File: config.mk
export PLATFORM = sky130hd
export DESIGN_NAME = servo_frame_deframer_crc16_unit
export DESIGN_NICKNAME = d
export VERILOG_FILES = /design/src/sfd_pkg.sv /design/src/sfd_ram.sv /design/src/sfd_ctrl.sv /design/src/sfd_datapath.sv /design/src/servo_frame_deframer_crc16_unit.sv
export SDC_FILE = /design/constraint.sdc
export NUM_CORES = 1
export LEC_CHECK = 0
export BUFFER_PORTS_ARGS = -buffer_cell sky130_fd_sc_hd__buf_2
export CORE_UTILIZATION = 62
export CTS_CLUSTER_SIZE = 10
export DETAILED_ROUTE_END_ITERATION = 6
export GPL_TIMING_DRIVEN = 0
export HOLD_SLACK_MARGIN = 0.12
export PLACE_DENSITY = 0.81
export SYNTH_ARGS = -nofsm -noshare
export SYNTH_HDL_FRONTEND = slang
export SYNTH_SLANG_ARGS = --single-unit
export TNS_END_PERCENT = 30
File: constraint.sdc
create_clock -name clock -period 9 [get_ports clock]
set_input_delay 2.25 -clock clock [delete_from_list [all_inputs] [get_ports clock]]
set_output_delay 2.25 -clock clock [all_outputs]
set_load 0.03 [all_outputs]
File: src/sfd_pkg.sv
// ----------------------------------------------------------------------------
// sfd_pkg
// shared types, constants and the crc step for the servo frame deframer
// ----------------------------------------------------------------------------
package sfd_pkg;

   localparam logic [7:0]  START_BYTE   = 8'hA8;
   localparam logic [7:0]  TYPE_PLAIN   = 8'h01;
   localparam logic [7:0]  TYPE_FLAGGED = 8'h81;
   localparam logic [15:0] CRC_POLY     = 16'h1021;
   localparam logic [15:0] CRC_TOP      = 16'h8000;
   localparam logic        KIND_CHANNEL = 1'b0;
   localparam logic        KIND_SUMMARY = 1'b1;
   localparam int          DATA_BITS    = 88;

   // commands from the controller to the datapath
   typedef struct packed {
      logic crc_start;
      logic crc_update;
      logic set_type;
      logic set_count;
      logic data_store;
      logic crc_hi;
      logic crc_lo;
      logic idx_next;
      logic diff_capture;
      logic commit;
      logic emit_channel;
      logic emit_summary;
   } cmd_type;

   // status from the datapath to the controller
   typedef struct packed {
      logic is_start;
      logic is_type;
      logic count_big;
      logic count_zero;
      logic data_last;
      logic idx_end;
      logic ch_changed;
      logic differs;
      logic out_free;
   } status_type;

   // one byte of crc-16, msb first
   function automatic logic [15:0] crc_step(input logic [15:0] c_in, input logic [7:0] b);
      logic [15:0] c;
      c = c_in ^ {b, 8'h00};
      for (int k = 0; k < 8; k++) begin
         if ((c & CRC_TOP) != 16'h0000) begin
            c = {c[14:0], 1'b0} ^ CRC_POLY;
         end else begin
            c = {c[14:0], 1'b0};
         end
      end
      return c;
   endfunction

endpackage

File: src/sfd_ram.sv
// ----------------------------------------------------------------------------
// sfd_ram
// generic simple dual port ram, one write port, one registered read port
// ----------------------------------------------------------------------------
module sfd_ram #(
   parameter int WIDTH = 16,
   parameter int DEPTH = 16
) (
   input  logic                                        clock,
   input  logic                                        wr_en,
   input  logic [((DEPTH > 1) ? $clog2(DEPTH) : 1)-1:0] wr_addr,
   input  logic [WIDTH-1:0]                            wr_data,
   input  logic [((DEPTH > 1) ? $clog2(DEPTH) : 1)-1:0] rd_addr,
   output logic [WIDTH-1:0]                            rd_data
);

   logic [WIDTH-1:0] mem_ff [DEPTH];
   logic [WIDTH-1:0] rd_data_ff;

   always_ff @(posedge clock) begin
      if (wr_en) begin
         mem_ff[wr_addr] <= wr_data;
      end
      rd_data_ff <= mem_ff[rd_addr];
   end

   assign rd_data = rd_data_ff;

endmodule

File: src/sfd_ctrl.sv
// ----------------------------------------------------------------------------
// sfd_ctrl
// frame parser and end-of-frame sequencer state machine
// ----------------------------------------------------------------------------
module sfd_ctrl (
   input  logic               clock,
   input  logic               reset,
   input  logic               req_tvalid,
   output logic               req_tready,
   input  sfd_pkg::status_type status,
   output sfd_pkg::cmd_type    cmd
);

   import sfd_pkg::*;

   typedef enum logic [3:0] {
      S_HUNT,
      S_TYPE,
      S_COUNT,
      S_DATA,
      S_CRCHI,
      S_CRCLO,
      S_CMP_RD,
      S_CMP_CHK,
      S_EMIT_RD,
      S_EMIT_CHK,
      S_SUMMARY
   } state_type;

   state_type state_ff, state_in;
   logic      ready;
   logic      accept;

   always_comb begin
      unique case (state_ff)
         S_HUNT, S_TYPE, S_COUNT, S_DATA, S_CRCHI, S_CRCLO: ready = 1'b1;
         default: ready = 1'b0;
      endcase
   end

   assign req_tready = ready;
   assign accept     = req_tvalid && ready;

   always_comb begin
      state_in = state_ff;
      cmd      = '0;
      unique case (state_ff)
         S_HUNT: begin
            if (accept && status.is_start) begin
               cmd.crc_start = 1'b1;
               state_in      = S_TYPE;
            end
         end
         S_TYPE: begin
            if (accept) begin
               if (status.is_type) begin
                  cmd.set_type   = 1'b1;
                  cmd.crc_update = 1'b1;
                  state_in       = S_COUNT;
               end else if (status.is_start) begin
                  cmd.crc_start = 1'b1;
               end else begin
                  state_in = S_HUNT;
               end
            end
         end
         S_COUNT: begin
            if (accept) begin
               if (status.count_big) begin
                  state_in = S_HUNT;
               end else begin
                  cmd.set_count  = 1'b1;
                  cmd.crc_update = 1'b1;
                  state_in       = status.count_zero ? S_CRCHI : S_DATA;
               end
            end
         end
         S_DATA: begin
            if (accept) begin
               cmd.crc_update = 1'b1;
               cmd.data_store = 1'b1;
               if (status.data_last) begin
                  state_in = S_CRCHI;
               end
            end
         end
         S_CRCHI: begin
            if (accept) begin
               cmd.crc_hi = 1'b1;
               state_in   = S_CRCLO;
            end
         end
         S_CRCLO: begin
            if (accept) begin
               cmd.crc_lo = 1'b1;
               state_in   = S_CMP_RD;
            end
         end
         S_CMP_RD: begin
            if (status.idx_end) begin
               if (status.differs) begin
                  cmd.commit = 1'b1;
                  state_in   = S_EMIT_RD;
               end else begin
                  state_in = S_SUMMARY;
               end
            end else begin
               state_in = S_CMP_CHK;
            end
         end
         S_CMP_CHK: begin
            cmd.diff_capture = 1'b1;
            cmd.idx_next     = 1'b1;
            state_in         = S_CMP_RD;
         end
         S_EMIT_RD: begin
            state_in = status.idx_end ? S_SUMMARY : S_EMIT_CHK;
         end
         S_EMIT_CHK: begin
            if (!status.ch_changed) begin
               cmd.idx_next = 1'b1;
               state_in     = S_EMIT_RD;
            end else if (status.out_free) begin
               cmd.emit_channel = 1'b1;
               cmd.idx_next     = 1'b1;
               state_in         = S_EMIT_RD;
            end
         end
         S_SUMMARY: begin
            if (status.out_free) begin
               cmd.emit_summary = 1'b1;
               state_in         = S_HUNT;
            end
         end
         default: state_in = S_HUNT;
      endcase
   end

   always_ff @(posedge clock) begin
      if (reset) begin
         state_ff <= S_HUNT;
      end else begin
         state_ff <= state_in;
      end
   end

endmodule

File: src/sfd_datapath.sv
// ----------------------------------------------------------------------------
// sfd_datapath
// crc, frame registers, channel stores, counters and result register
// ----------------------------------------------------------------------------
module sfd_datapath #(
   parameter int MAX_CHANNELS = 16
) (
   input  logic                            clock,
   input  logic                            reset,
   input  logic [7:0]                      req_tdata,
   input  sfd_pkg::cmd_type                cmd,
   output sfd_pkg::status_type             status,
   output logic                            rsp_tvalid,
   input  logic                            rsp_tready,
   output logic [sfd_pkg::DATA_BITS-1:0]   rsp_tdata,
   output logic                            rsp_tuser,
   output logic                            rsp_tlast
);

   import sfd_pkg::*;

   localparam int         CNT_W    = $clog2(MAX_CHANNELS + 1);
   localparam int         IDX_W    = (MAX_CHANNELS > 1) ? $clog2(MAX_CHANNELS) : 1;
   localparam int         POS_W    = CNT_W + 1;
   localparam logic [7:0] MAX_BYTE = 8'(MAX_CHANNELS);

   logic [15:0]      crc_ff;
   logic             type_ff;
   logic [CNT_W-1:0] total_ff;
   logic [POS_W-1:0] pos_ff;
   logic [7:0]       hold_ff;
   logic [15:0]      rx_crc_ff;
   logic             prev_type_ff;
   logic [CNT_W-1:0] prev_total_ff;
   logic [15:0]      prev_crc_ff;
   logic             has_prev_ff;
   logic             err_ff;
   logic             diff_ff;
   logic [CNT_W-1:0] idx_ff;
   logic [31:0]      err_cnt_ff;
   logic [31:0]      frame_cnt_ff;

   logic             out_valid_ff;
   logic             out_kind_ff;
   logic [3:0]       out_index_ff;
   logic [15:0]      out_value_ff;
   logic             out_err_ff;
   logic [31:0]      out_err_total_ff;
   logic [31:0]      out_frame_total_ff;

   logic [15:0]      rx_full;
   logic             rx_err;
   logic             hdr_diff;
   logic [15:0]      new_rd;
   logic [15:0]      prev_rd;
   logic [15:0]      prev_masked;
   logic             ch_changed;
   logic             out_free;
   logic [7:0]       idx_byte;
   logic             new_wr_en;

   assign rx_full     = {rx_crc_ff[15:8], req_tdata};
   assign rx_err      = rx_full != crc_ff;
   assign hdr_diff    = !has_prev_ff || (type_ff != prev_type_ff) ||
                        (total_ff != prev_total_ff) || (rx_full != prev_crc_ff);
   // stored channels at or beyond the stored count read as zero
   assign prev_masked = (idx_ff < prev_total_ff) ? prev_rd : 16'h0000;
   assign ch_changed  = new_rd != prev_masked;
   assign out_free    = !out_valid_ff || rsp_tready;
   assign idx_byte    = 8'(idx_ff);
   assign new_wr_en   = cmd.data_store && pos_ff[0];

   assign status.is_start   = req_tdata == START_BYTE;
   assign status.is_type    = (req_tdata == TYPE_PLAIN) || (req_tdata == TYPE_FLAGGED);
   assign status.count_big  = req_tdata > MAX_BYTE;
   assign status.count_zero = req_tdata == 8'h00;
   assign status.data_last  = (pos_ff + POS_W'(1)) == {total_ff, 1'b0};
   assign status.idx_end    = idx_ff >= total_ff;
   assign status.ch_changed = ch_changed;
   assign status.differs    = diff_ff;
   assign status.out_free   = out_free;

   sfd_ram #(
      .WIDTH (16),
      .DEPTH (MAX_CHANNELS)
   ) u_new_ram (
      .clock   (clock),
      .wr_en   (new_wr_en),
      .wr_addr (pos_ff[IDX_W:1]),
      .wr_data ({hold_ff, req_tdata}),
      .rd_addr (idx_ff[IDX_W-1:0]),
      .rd_data (new_rd)
   );

   sfd_ram #(
      .WIDTH (16),
      .DEPTH (MAX_CHANNELS)
   ) u_prev_ram (
      .clock   (clock),
      .wr_en   (cmd.idx_next && !cmd.diff_capture),
      .wr_addr (idx_ff[IDX_W-1:0]),
      .wr_data (new_rd),
      .rd_addr (idx_ff[IDX_W-1:0]),
      .rd_data (prev_rd)
   );

   always_ff @(posedge clock) begin
      if (cmd.crc_start) begin
         crc_ff <= crc_step(16'h0000, req_tdata);
      end else if (cmd.crc_update) begin
         crc_ff <= crc_step(crc_ff, req_tdata);
      end
      if (cmd.set_type) begin
         type_ff <= req_tdata[7];
      end
      if (cmd.data_store && !pos_ff[0]) begin
         hold_ff <= req_tdata;
      end
      if (cmd.crc_hi) begin
         rx_crc_ff <= {req_tdata, 8'h00};
      end else if (cmd.crc_lo) begin
         rx_crc_ff <= rx_full;
      end
      if (cmd.crc_lo) begin
         err_ff <= rx_err;
      end
      if (cmd.emit_summary && diff_ff) begin
         prev_type_ff <= type_ff;
         prev_crc_ff  <= rx_crc_ff;
      end
      if (cmd.emit_channel || cmd.emit_summary) begin
         out_kind_ff        <= cmd.emit_summary ? KIND_SUMMARY : KIND_CHANNEL;
         out_index_ff       <= cmd.emit_summary ? 4'h0 : idx_byte[3:0];
         out_value_ff       <= cmd.emit_summary ? 16'h0000 : new_rd;
         out_err_ff         <= err_ff;
         out_err_total_ff   <= err_cnt_ff;
         out_frame_total_ff <= frame_cnt_ff;
      end
   end

   always_ff @(posedge clock) begin
      if (reset) begin
         total_ff      <= '0;
         pos_ff        <= '0;
         idx_ff        <= '0;
         diff_ff       <= 1'b0;
         has_prev_ff   <= 1'b0;
         prev_total_ff <= '0;
         err_cnt_ff    <= '0;
         frame_cnt_ff  <= '0;
         out_valid_ff  <= 1'b0;
      end else begin
         if (cmd.set_count) begin
            total_ff <= req_tdata[CNT_W-1:0];
            pos_ff   <= '0;
         end else if (cmd.data_store) begin
            pos_ff <= pos_ff + POS_W'(1);
         end
         if (cmd.set_count || cmd.crc_lo || cmd.commit) begin
            idx_ff <= '0;
         end else if (cmd.idx_next) begin
            idx_ff <= idx_ff + CNT_W'(1);
         end
         if (cmd.crc_lo) begin
            diff_ff <= hdr_diff;
            if (rx_err) begin
               err_cnt_ff <= err_cnt_ff + 32'd1;
            end
         end else if (cmd.diff_capture) begin
            diff_ff <= diff_ff | ch_changed;
         end
         if (cmd.commit) begin
            frame_cnt_ff <= frame_cnt_ff + 32'd1;
         end
         if (cmd.emit_summary && diff_ff) begin
            has_prev_ff   <= 1'b1;
            prev_total_ff <= total_ff;
         end
         if (cmd.emit_channel || cmd.emit_summary) begin
            out_valid_ff <= 1'b1;
         end else if (rsp_tready) begin
            out_valid_ff <= 1'b0;
         end
      end
   end

   assign rsp_tvalid = out_valid_ff;
   assign rsp_tuser  = out_kind_ff;
   assign rsp_tlast  = out_kind_ff == KIND_SUMMARY;
   assign rsp_tdata  = {3'b000, out_frame_total_ff, out_err_total_ff, out_err_ff,
                        out_value_ff, out_index_ff};

   a_no_overwrite: assert property (@(posedge clock) disable iff (reset)
      (cmd.emit_channel || cmd.emit_summary) |-> (!out_valid_ff || rsp_tready))
      else $error("result register loaded while a result is still waiting");

   a_idx_bound: assert property (@(posedge clock) disable iff (reset)
      idx_ff <= total_ff)
      else $error("channel index ran past the frame count");

   a_commit_once: assert property (@(posedge clock) disable iff (reset)
      cmd.commit |=> !cmd.commit && (frame_cnt_ff == $past(frame_cnt_ff) + 32'd1))
      else $error("frame counter did not advance once on commit");

endmodule

File: src/servo_frame_deframer_crc16_unit.sv
// ----------------------------------------------------------------------------
// servo_frame_deframer_crc16_unit
// serial servo frame deframer with crc-16 check and change reporting
// ----------------------------------------------------------------------------
// req channel carries one received byte per item. frames are 0xa8, a type
// byte (0x01 or 0x81), a count n, n big-endian 16-bit channels and a
// big-endian crc-16 (poly 0x1021, init 0) over all bytes before it.
// rsp channel carries one item per changed channel, in index order, then a
// summary item with tlast set, once per completed frame.
// frame bytes are taken whenever offered while a frame is parsed. after the
// last crc byte the input stalls while the end-of-frame sequencer runs: a
// compare pass over the two channel rams, then, when the frame differs from
// the stored one, an emit pass that also waits out any rsp stalls, then the
// summary. both passes step through the channels one at a time, through the
// single read port of each channel ram.
// results are registered in a one-deep output register; a stalled receiver
// holds the sequencer in place, nothing is lost.
// reset is synchronous: the parser returns to hunting for the start byte,
// counters and the stored frame clear; no clearing pass is needed since
// stored channels beyond the stored count read as zero.
// ----------------------------------------------------------------------------
module servo_frame_deframer_crc16_unit #(
   parameter int MAX_CHANNELS = 16
) (
   input  logic                          clock,
   input  logic                          reset,
   // data_byte[7:0]
   input  logic [7:0]                    req_tdata,
   input  logic                          req_tvalid,
   output logic                          req_tready,
   // channel_index[3:0], channel_value[19:4], crc_error[20],
   // crc_error_total[52:21], frame_total[84:53], zero fill[87:85]
   output logic [sfd_pkg::DATA_BITS-1:0] rsp_tdata,
   // kind[0]
   output logic                          rsp_tuser,
   output logic                          rsp_tlast,
   output logic                          rsp_tvalid,
   input  logic                          rsp_tready
);

   import sfd_pkg::*;

   cmd_type    cmd;
   status_type status;

   sfd_ctrl u_ctrl (
      .clock      (clock),
      .reset      (reset),
      .req_tvalid (req_tvalid),
      .req_tready (req_tready),
      .status     (status),
      .cmd        (cmd)
   );

   sfd_datapath #(
      .MAX_CHANNELS (MAX_CHANNELS)
   ) u_datapath (
      .clock      (clock),
      .reset      (reset),
      .req_tdata  (req_tdata),
      .cmd        (cmd),
      .status     (status),
      .rsp_tvalid (rsp_tvalid),
      .rsp_tready (rsp_tready),
      .rsp_tdata  (rsp_tdata),
      .rsp_tuser  (rsp_tuser),
      .rsp_tlast  (rsp_tlast)
   );

endmodule

==> results.sh, run 1 <==
export IMPL_status="completed"
export IMPL_synth_mux_area_share_pct=12.3
export IMPL_vias=17700
export IMPL_initial_core_util_pct=62.9
export IMPL_ios=104
export IMPL_cp_required_ps=9470
export IMPL_drt_wl_total_mm=71.9
export IMPL_skew_ps=22.4
export IMPL_cpPeakStageDelay_ps=720
export IMPL_p_seq_share_pct=53.4
export IMPL_synthCells=1767
export IMPL_crit_type="flip-flop to flip-flop"
export IMPL_hpwl_mm=44.0
export IMPL_timing_rr_end="u_datapath.frame_cnt_ff[27]$_SDFFE_PP0P_"
export IMPL_antenna_found_initial=0
export IMPL_setup_violations=0
export IMPL_finalHoldViolCount=0
export IMPL_synth_area_leader_cell="edfxtp_1"
export IMPL_synthFlopType="edfxtp_1"
export IMPL_cts_tree="yes"
export IMPL_layout_drive_gt1_share_pct=21.9
export IMPL_grt_pass1_wl_mm=108
export IMPL_slew_viol_final=0
export IMPL_dieArea_um2=50600
export IMPL_synthAdderAreaFrac_pct=0.650
export IMPL_tightestPinTransition_ps=1120
export IMPL_cap_violations=0
export IMPL_hp_start="u_datapath.err_ff$_DFFE_PP_"
export IMPL_fin_crit_sh_pct=53.4
export IMPL_reg2reg_depth=13
export IMPL_min_to="u_datapath.out_err_ff$_DFFE_PP_"
export IMPL_fin_setup_tns_ps=0
export IMPL_switchingPower_mw=1.49
export IMPL_synth_top_area_share_pct=63.3
export IMPL_htreeDepth=3
export IMPL_async_flop_share_pct=0
export IMPL_fin_nets=2005
export IMPL_cp_top_family="buffers and inverters"
export IMPL_synth_cell_types=77
export IMPL_clk_latency_ps=630
export IMPL_ctsLongestPathBuffers=3
export IMPL_cts_root_buffer="clkbuf_16"
export IMPL_maxSlewHeadroom_pct=25.0
export IMPL_drc=0
export IMPL_coreArea_um2=49000
export IMPL_postCtsHoldBufs=0
export IMPL_dpl_cell_area_um2=32500
export IMPL_fin_area_um2=35100
export IMPL_rr_startpoint="u_datapath.idx_ff[0]$_SDFFE_PP0P_"
export IMPL_synth_edf_count=649
export IMPL_grt_max_degree=30
export IMPL_clkPwrFrac_pct=44.0
export IMPL_grt_overflow_total=0
export IMPL_synth_top_family_by_area="multiplexers"
export IMPL_first_global_vias=17800
export IMPL_gp_congestion=0.925
export IMPL_first_pass_iters=6
export IMPL_ir_drop_uv=236
export IMPL_cts_resized=0
export IMPL_p_per_area_nw_per_um2=210
export IMPL_synth_xor_area_share_pct=2.47
export IMPL_power_leakage_nw=11.4
export IMPL_endpoint_kind="flip-flop"
export IMPL_syn_avg_cell_area_um2=17.4
export IMPL_p_sw_share_pct=20.3
export IMPL_combPwrFrac_pct=2.6
export IMPL_rows=81
export IMPL_rrSetupSlack_ps=4200
export IMPL_cp_arrival_ps=5280
export IMPL_detail_route_iter0_violations=2233
export IMPL_cts_sinks=781
export IMPL_ys_top_cells_by_count="edfxtp_1 (649), mux4_2 (160), dfxtp_1 (132)"
export IMPL_whs_path_depth=0
export IMPL_p_int_mw=5.86
export IMPL_wl_per_cell_um=26.6
export IMPL_cts_buffers=88
export IMPL_postCtsSetupRepairBufs=0
export IMPL_cpMostUsedCell="clkbuf_1"
export IMPL_worstHoldPathType="flip-flop to flip-flop"
export IMPL_layout_min_cycle_time_ps=4800
export IMPL_cp_start_kind="flip-flop"
export IMPL_critPathMaxFanout=10
export IMPL_synth_compound_area_share_pct=3.10
export IMPL_ant_nets=0
export IMPL_slowest_stage="buf_1"
export IMPL_synthTopCellsByArea="edfxtp_1 (63%), mux4_2 (12%), dfxtp_1 (8.6%), xor2_1 (1.6%), nand2_1 (1.0%)"
export IMPL_fmax_mhz=208
export IMPL_gr_usage_all_layers_pct=29.2
export IMPL_synthesis_area_um2=30800
export IMPL_synth_seq_cells=781
export IMPL_synth_seq_area_share_pct=71.9
export IMPL_cp_num_buf_inv=6
export IMPL_die_w_um=225
export IMPL_vias_per_cell=6.54
export IMPL_port_buffers=99
export IMPL_path_cells="clkbuf_1, buf_2, buf_1, inv_1, ha_1, nand2b_1, a31oi_1, o21ai_1, nand4_1, clkbuf_1, clkbuf_1, o31ai_1, a21oi_1"
export IMPL_final_core_util_pct=71.6
export IMPL_fillers=2861
export IMPL_synth_simple_area_share_pct=7.76
export IMPL_rsz0062_at_grt="false"
export IMPL_syn_to_final_growth_pct=13.9
export IMPL_yosysWarnings=0
export IMPL_fp_dieH_um=225
export IMPL_clkTransAtPathRegs_ps=60
export IMPL_yosysMostFrequentCell="edfxtp_1"
[cells in the final DEF (no fill, tap or decap), drive strengths merged, types with 11 or more instances in the layout]
cell type	Yosys	routed
dfxtp	132	132
or3	21	21
clkbuf	51	197
ha	16	16
nand2b	19	19
inv	32	33
nand2	82	82
xnor2	32	32
nand4	31	31
and4	21	21
a21oi	58	58
and3	11	11
nor2	72	72
mux2i	12	12
nor2b	29	29
nor3	22	22
xor2	55	55
o21ai	29	29
nor4	16	16
nand3	31	31
and2	37	37
mux4	160	160
edfxtp	649	649
o31ai	18	18
buf	45	163
or4	18	18
[layout make-up]
type,count,area [um2],area share [%]
Timing Repair Buffer,118,818,2.33
Buffer,96,430,1.23
Sequential cell,781,22100,63.1
Clock buffer,146,2510,7.17
Tap cell,664,831,2.37
Inverter,33,124,0.353
Multi-Input combinational cell,859,8180,23.3
Clock inverter,5,36.3,0.103
Antenna cell,1,2.50,0.00714
[sequential cells by signal, summed over array words and instances, names as in the netlist, 32 cells and up]
name / flops
u_datapath.err_cnt_ff: 32
u_datapath.frame_cnt_ff: 32
u_datapath.out_err_total_ff: 32
u_datapath.out_frame_total_ff: 32
u_datapath.u_new_ram.mem_ff: 256
u_datapath.u_prev_ram.mem_ff: 256
[power groups by stage]
stage / sequential [mW] / clock (mW) / combinational, mW
4_1_cts: 3.93 / 3.25 / 0.185
3_3_place_gp: 4.00 / 0 / 0.171
6_report: 3.93 / 3.24 / 0.190
2_1_floorplan: 4.00 / 0 / 0.129
3_5_place_dp: 4.00 / 0 / 0.181
5_1_grt: 3.93 / 3.38 / 0.205
[routing by layer]
metal,up-vias,share of wire [%],global-route usage (%)
li1,7367,-,-
met1,8926,37,39.1
met2,1175,50,48.3
met3,202,9.2,5.17
met4,0,3.5,11.2
met5,-,0,0
[metrics by stage]
stage / worst slack (ps) / std cells / hold WS (ps) / power [mW]
6_report: 4200 / 2703 / 416 / 7.36
3_3_place_gp: 278 / 2532 / 403 / 4.17
4_1_cts: 4320 / 2702 / 418 / 7.36
2_1_floorplan: 1750 / 1769 / 400 / 4.13
5_1_grt: 3930 / 2702 / 424 / 7.51
3_5_place_dp: 3850 / 2551 / 406 / 4.19
[cell families after synthesis]
family / after synthesis
DFF: 781
and+or+nand+nor: 424
muxes: 179
AOI/OAI and AO/OA: 150
buffers and inverters: 129
xor gates and xnor gates: 87
adders and majority gates: 16
other: 1
[worst max path at each step]
stage                                      start  slack, ps                                        to  cells after the start
6_report       u_datapath.idx_ff[0]$_SDFFE_PP0P_       4200  u_datapath.frame_cnt_ff[27]$_SDFFE_PP0P_                     13
5_1_grt        u_datapath.idx_ff[0]$_SDFFE_PP0P_       3930  u_datapath.frame_cnt_ff[27]$_SDFFE_PP0P_                     13
4_1_cts        u_datapath.idx_ff[0]$_SDFFE_PP0P_       4320  u_datapath.frame_cnt_ff[27]$_SDFFE_PP0P_                     13
3_5_place_dp                        req_tdata[1]       3850            u_datapath.crc_ff[9]$_DFFE_PP_                      7
3_3_place_gp                          rsp_tready        280  u_datapath.out_value_ff[7]$_SDFFCE_PP0P_                      4
2_1_floorplan                         rsp_tready       1750           u_datapath.out_err_ff$_DFFE_PP_                      3
Note: power is estimated with default switching activity, not from simulation.
==> run 2: changes to the inputs <==
==> constraint.sdc (replaced) <==
create_clock -name clock -period 4.9 [get_ports clock]
set_input_delay 1.225 -clock clock [delete_from_list [all_inputs] [get_ports clock]]
set_output_delay 1.225 -clock clock [all_outputs]
set_load 0.03 [all_outputs]
==> run 2 against run 1 <==
Clock skew decreased by 0.60 ps. Via count increased by 0.50%. Combinational power increased by 83%. Flip-flop and latch count unchanged. Critical endpoint is now u_datapath.frame_cnt_ff[20]$_SDFFE_PP0P_. Critical path depth unchanged. First-iteration DRC count increased by 3.7%. Die area unchanged. Largest cell class unchanged. Global-route usage increased by 0.25 points.
==> results.sh, run 2 (synthesis gave the netlist of run 1 again) <==
export IMPL_slowest_stage="buf_1"
export IMPL_drc=0
export IMPL_initial_core_util_pct=62.9
export IMPL_crit_cells=13
export IMPL_port_buffers=99
export IMPL_power_leakage_nw=11.4
export IMPL_ctsLongestPathBuffers=3
export IMPL_postCtsSetupRepairBufs=0
export IMPL_timing_rr_end="u_datapath.frame_cnt_ff[20]$_SDFFE_PP0P_"
export IMPL_wl_per_cell_um=26.9
export IMPL_cts_buffers=88
export IMPL_ir_drop_uv=433
export IMPL_gp_congestion=0.916
export IMPL_grt_pass1_wl_mm=108
export IMPL_htreeDepth=3
export IMPL_rows=81
export IMPL_drt_wl_total_mm=73.0
export IMPL_status="completed"
export IMPL_vias=17800
export IMPL_cts_resized=0
export IMPL_detail_route_iter0_violations=2316
export IMPL_antenna_found_initial=0
export IMPL_setup_violations=0
export IMPL_dieArea_um2=50600
export IMPL_layout_common_cells="edfxtp_1 (649), mux4_2 (160), dfxtp_1 (132)"
export IMPL_slew_viol_final=0
export IMPL_ios=104
export IMPL_total_power_mw=13.5
export IMPL_final_cells=2713
export IMPL_cts_tree="yes"
export IMPL_grt_max_degree=30
export IMPL_fp_dieH_um=225
export IMPL_postCtsHoldBufs=0
export IMPL_ant_nets=0
export IMPL_syn_to_final_growth_pct=14.0
export IMPL_cpMostUsedCell="clkbuf_1"
export IMPL_cp_start_kind="flip-flop"
export IMPL_vias_per_cell=6.55
export IMPL_hpwl_mm=44.4
export IMPL_hp_start="u_datapath.rx_crc_ff[0]$_SDFFE_PP0P_"
export IMPL_finalHoldViolCount=0
export IMPL_clkTransAtPathRegs_ps=60
export IMPL_die_w_um=225
export IMPL_coreArea_um2=49000
export IMPL_dp_cells=2555
export IMPL_first_global_vias=17700
export IMPL_grt_overflow_total=0
export IMPL_rrSetupSlack_ps=360
export IMPL_cts_sinks=781
export IMPL_fin_crit_sh_pct=92.7
export IMPL_reg2reg_depth=13
export IMPL_clk_latency_ps=640
export IMPL_endpoint_kind="flip-flop"
export IMPL_maxSlewHeadroom_pct=19.3
export IMPL_layout_min_cycle_time_ps=4540
export IMPL_cpPeakStageDelay_ps=660
export IMPL_reg_largest_list="u_datapath.u_new_ram.mem_ff x256, u_datapath.u_prev_ram.mem_ff x256"
export IMPL_critPathMaxFanout=10
export IMPL_p_per_area_nw_per_um2=385
export IMPL_rr_startpoint="u_datapath.idx_ff[0]$_SDFFE_PP0P_"
export IMPL_cts_root_buffer="clkbuf_16"
export IMPL_gr_usage_all_layers_pct=29.5
export IMPL_whs_path_depth=0
export IMPL_first_pass_iters=7
export IMPL_cap_violations=0
export IMPL_rsz0062_at_grt="false"
export IMPL_cp_required_ps=5400
export IMPL_tightestPinTransition_ps=1210
export IMPL_final_common_cell="edfxtp_1"
export IMPL_cp_arrival_ps=5040
export IMPL_hold_slack_ps=433
export IMPL_min_to="u_datapath.prev_crc_ff[0]$_DFFE_PP_"
export IMPL_antenna_cells=0
export IMPL_crit_type="flip-flop to flip-flop"
export IMPL_path_cells="clkbuf_1, buf_2, buf_1, inv_1, ha_1, nand2b_1, a31oi_1, o21ai_1, nand4_1, clkbuf_1, clkbuf_1, o31ai_1, a21oi_1"
export IMPL_cp_num_buf_inv=6
export IMPL_skew_ps=21.8
export IMPL_worstHoldPathType="flip-flop to flip-flop"
export IMPL_cp_top_family="buffers and inverters"
export IMPL_final_core_util_pct=71.7
export IMPL_layout_drive_gt1_share_pct=22.0
export IMPL_fmax_mhz=220
export IMPL_fin_nets=2009
[run 2: changes by cell type in the layout (fill, tap and decap cells not counted), sizes merged]
cell and change:
buf +4, clkbuf +9, diode -1, clkinv -2
[run 2: worst max path at each step]
stage | from | end | slack (ps)
after floorplan | u_datapath.prev_total_ff[2]$_SDFFE_PP0P_ | u_datapath.out_err_ff$_DFFE_PP_ | 470
final | u_datapath.idx_ff[0]$_SDFFE_PP0P_ | u_datapath.frame_cnt_ff[20]$_SDFFE_PP0P_ | 360
after CTS | u_datapath.idx_ff[0]$_SDFFE_PP0P_ | u_datapath.frame_cnt_ff[20]$_SDFFE_PP0P_ | 340
after global routing | u_datapath.idx_ff[0]$_SDFFE_PP0P_ | u_datapath.frame_cnt_ff[29]$_SDFFE_PP0P_ | 50
after global placement | u_datapath.u_new_ram.rd_data[3]$_DFF_P_ | u_datapath.out_value_ff[6]$_SDFFCE_PP0P_ | -590
after detailed placement | u_datapath.idx_ff[0]$_SDFFE_PP0P_ | u_datapath.frame_cnt_ff[25]$_SDFFE_PP0P_ | 380
[run 2: where the power goes]
group | switching [mW] | internal (mW)
registers | 0.0384 | 7.18
logic | 0.230 | 0.118
clock network | 2.48 | 3.48
total | 2.75 | 10.8
[run 2: worst reg2reg max path: cells and delay by family (launching register included)]
family	cells	cell delay, ps
buffers and inverters	6	2200
AO/OA/AOI/OAI	4	1090
flip-flops	1	380
AND/OR/NAND/NOR	2	380
adder cells (fa/ha/maj)	1	360
[run 2: area by class of cell]
type,count,area [um2]
Inverter,33,124
Buffer,96,430
Clock inverter,3,30.0
Timing Repair Buffer,122,841
Sequential cell,781,22100
Tap cell,664,831
Multi-Input combinational cell,859,8180
Clock buffer,155,2540
Fill cell,2833,13800
[run 2: stage by stage]
| step | instance area (um2) | setup TNS (ps) | worst slack, ps |
|---|---|---|---|
| final | 35100 | 0 | 356 |
| after global routing | 35100 | 0 | 45.1 |
| after CTS | 35100 | 0 | 339 |
| after detailed placement | 32500 | 0 | 378 |
| after global placement | 32100 | -57240 | -587 |
| after floorplan | 30800 | 0 | 467 |
[run 2: metal layers]
| layer | global-route usage (%) | share of wire [%] |
|---|---|---|
| met1 | 38.4 | 36 |
| met2 | 49.9 | 51 |
| met3 | 5.43 | 9.0 |
| met4 | 10.8 | 3.6 |
| met5 | 0 | 0 |
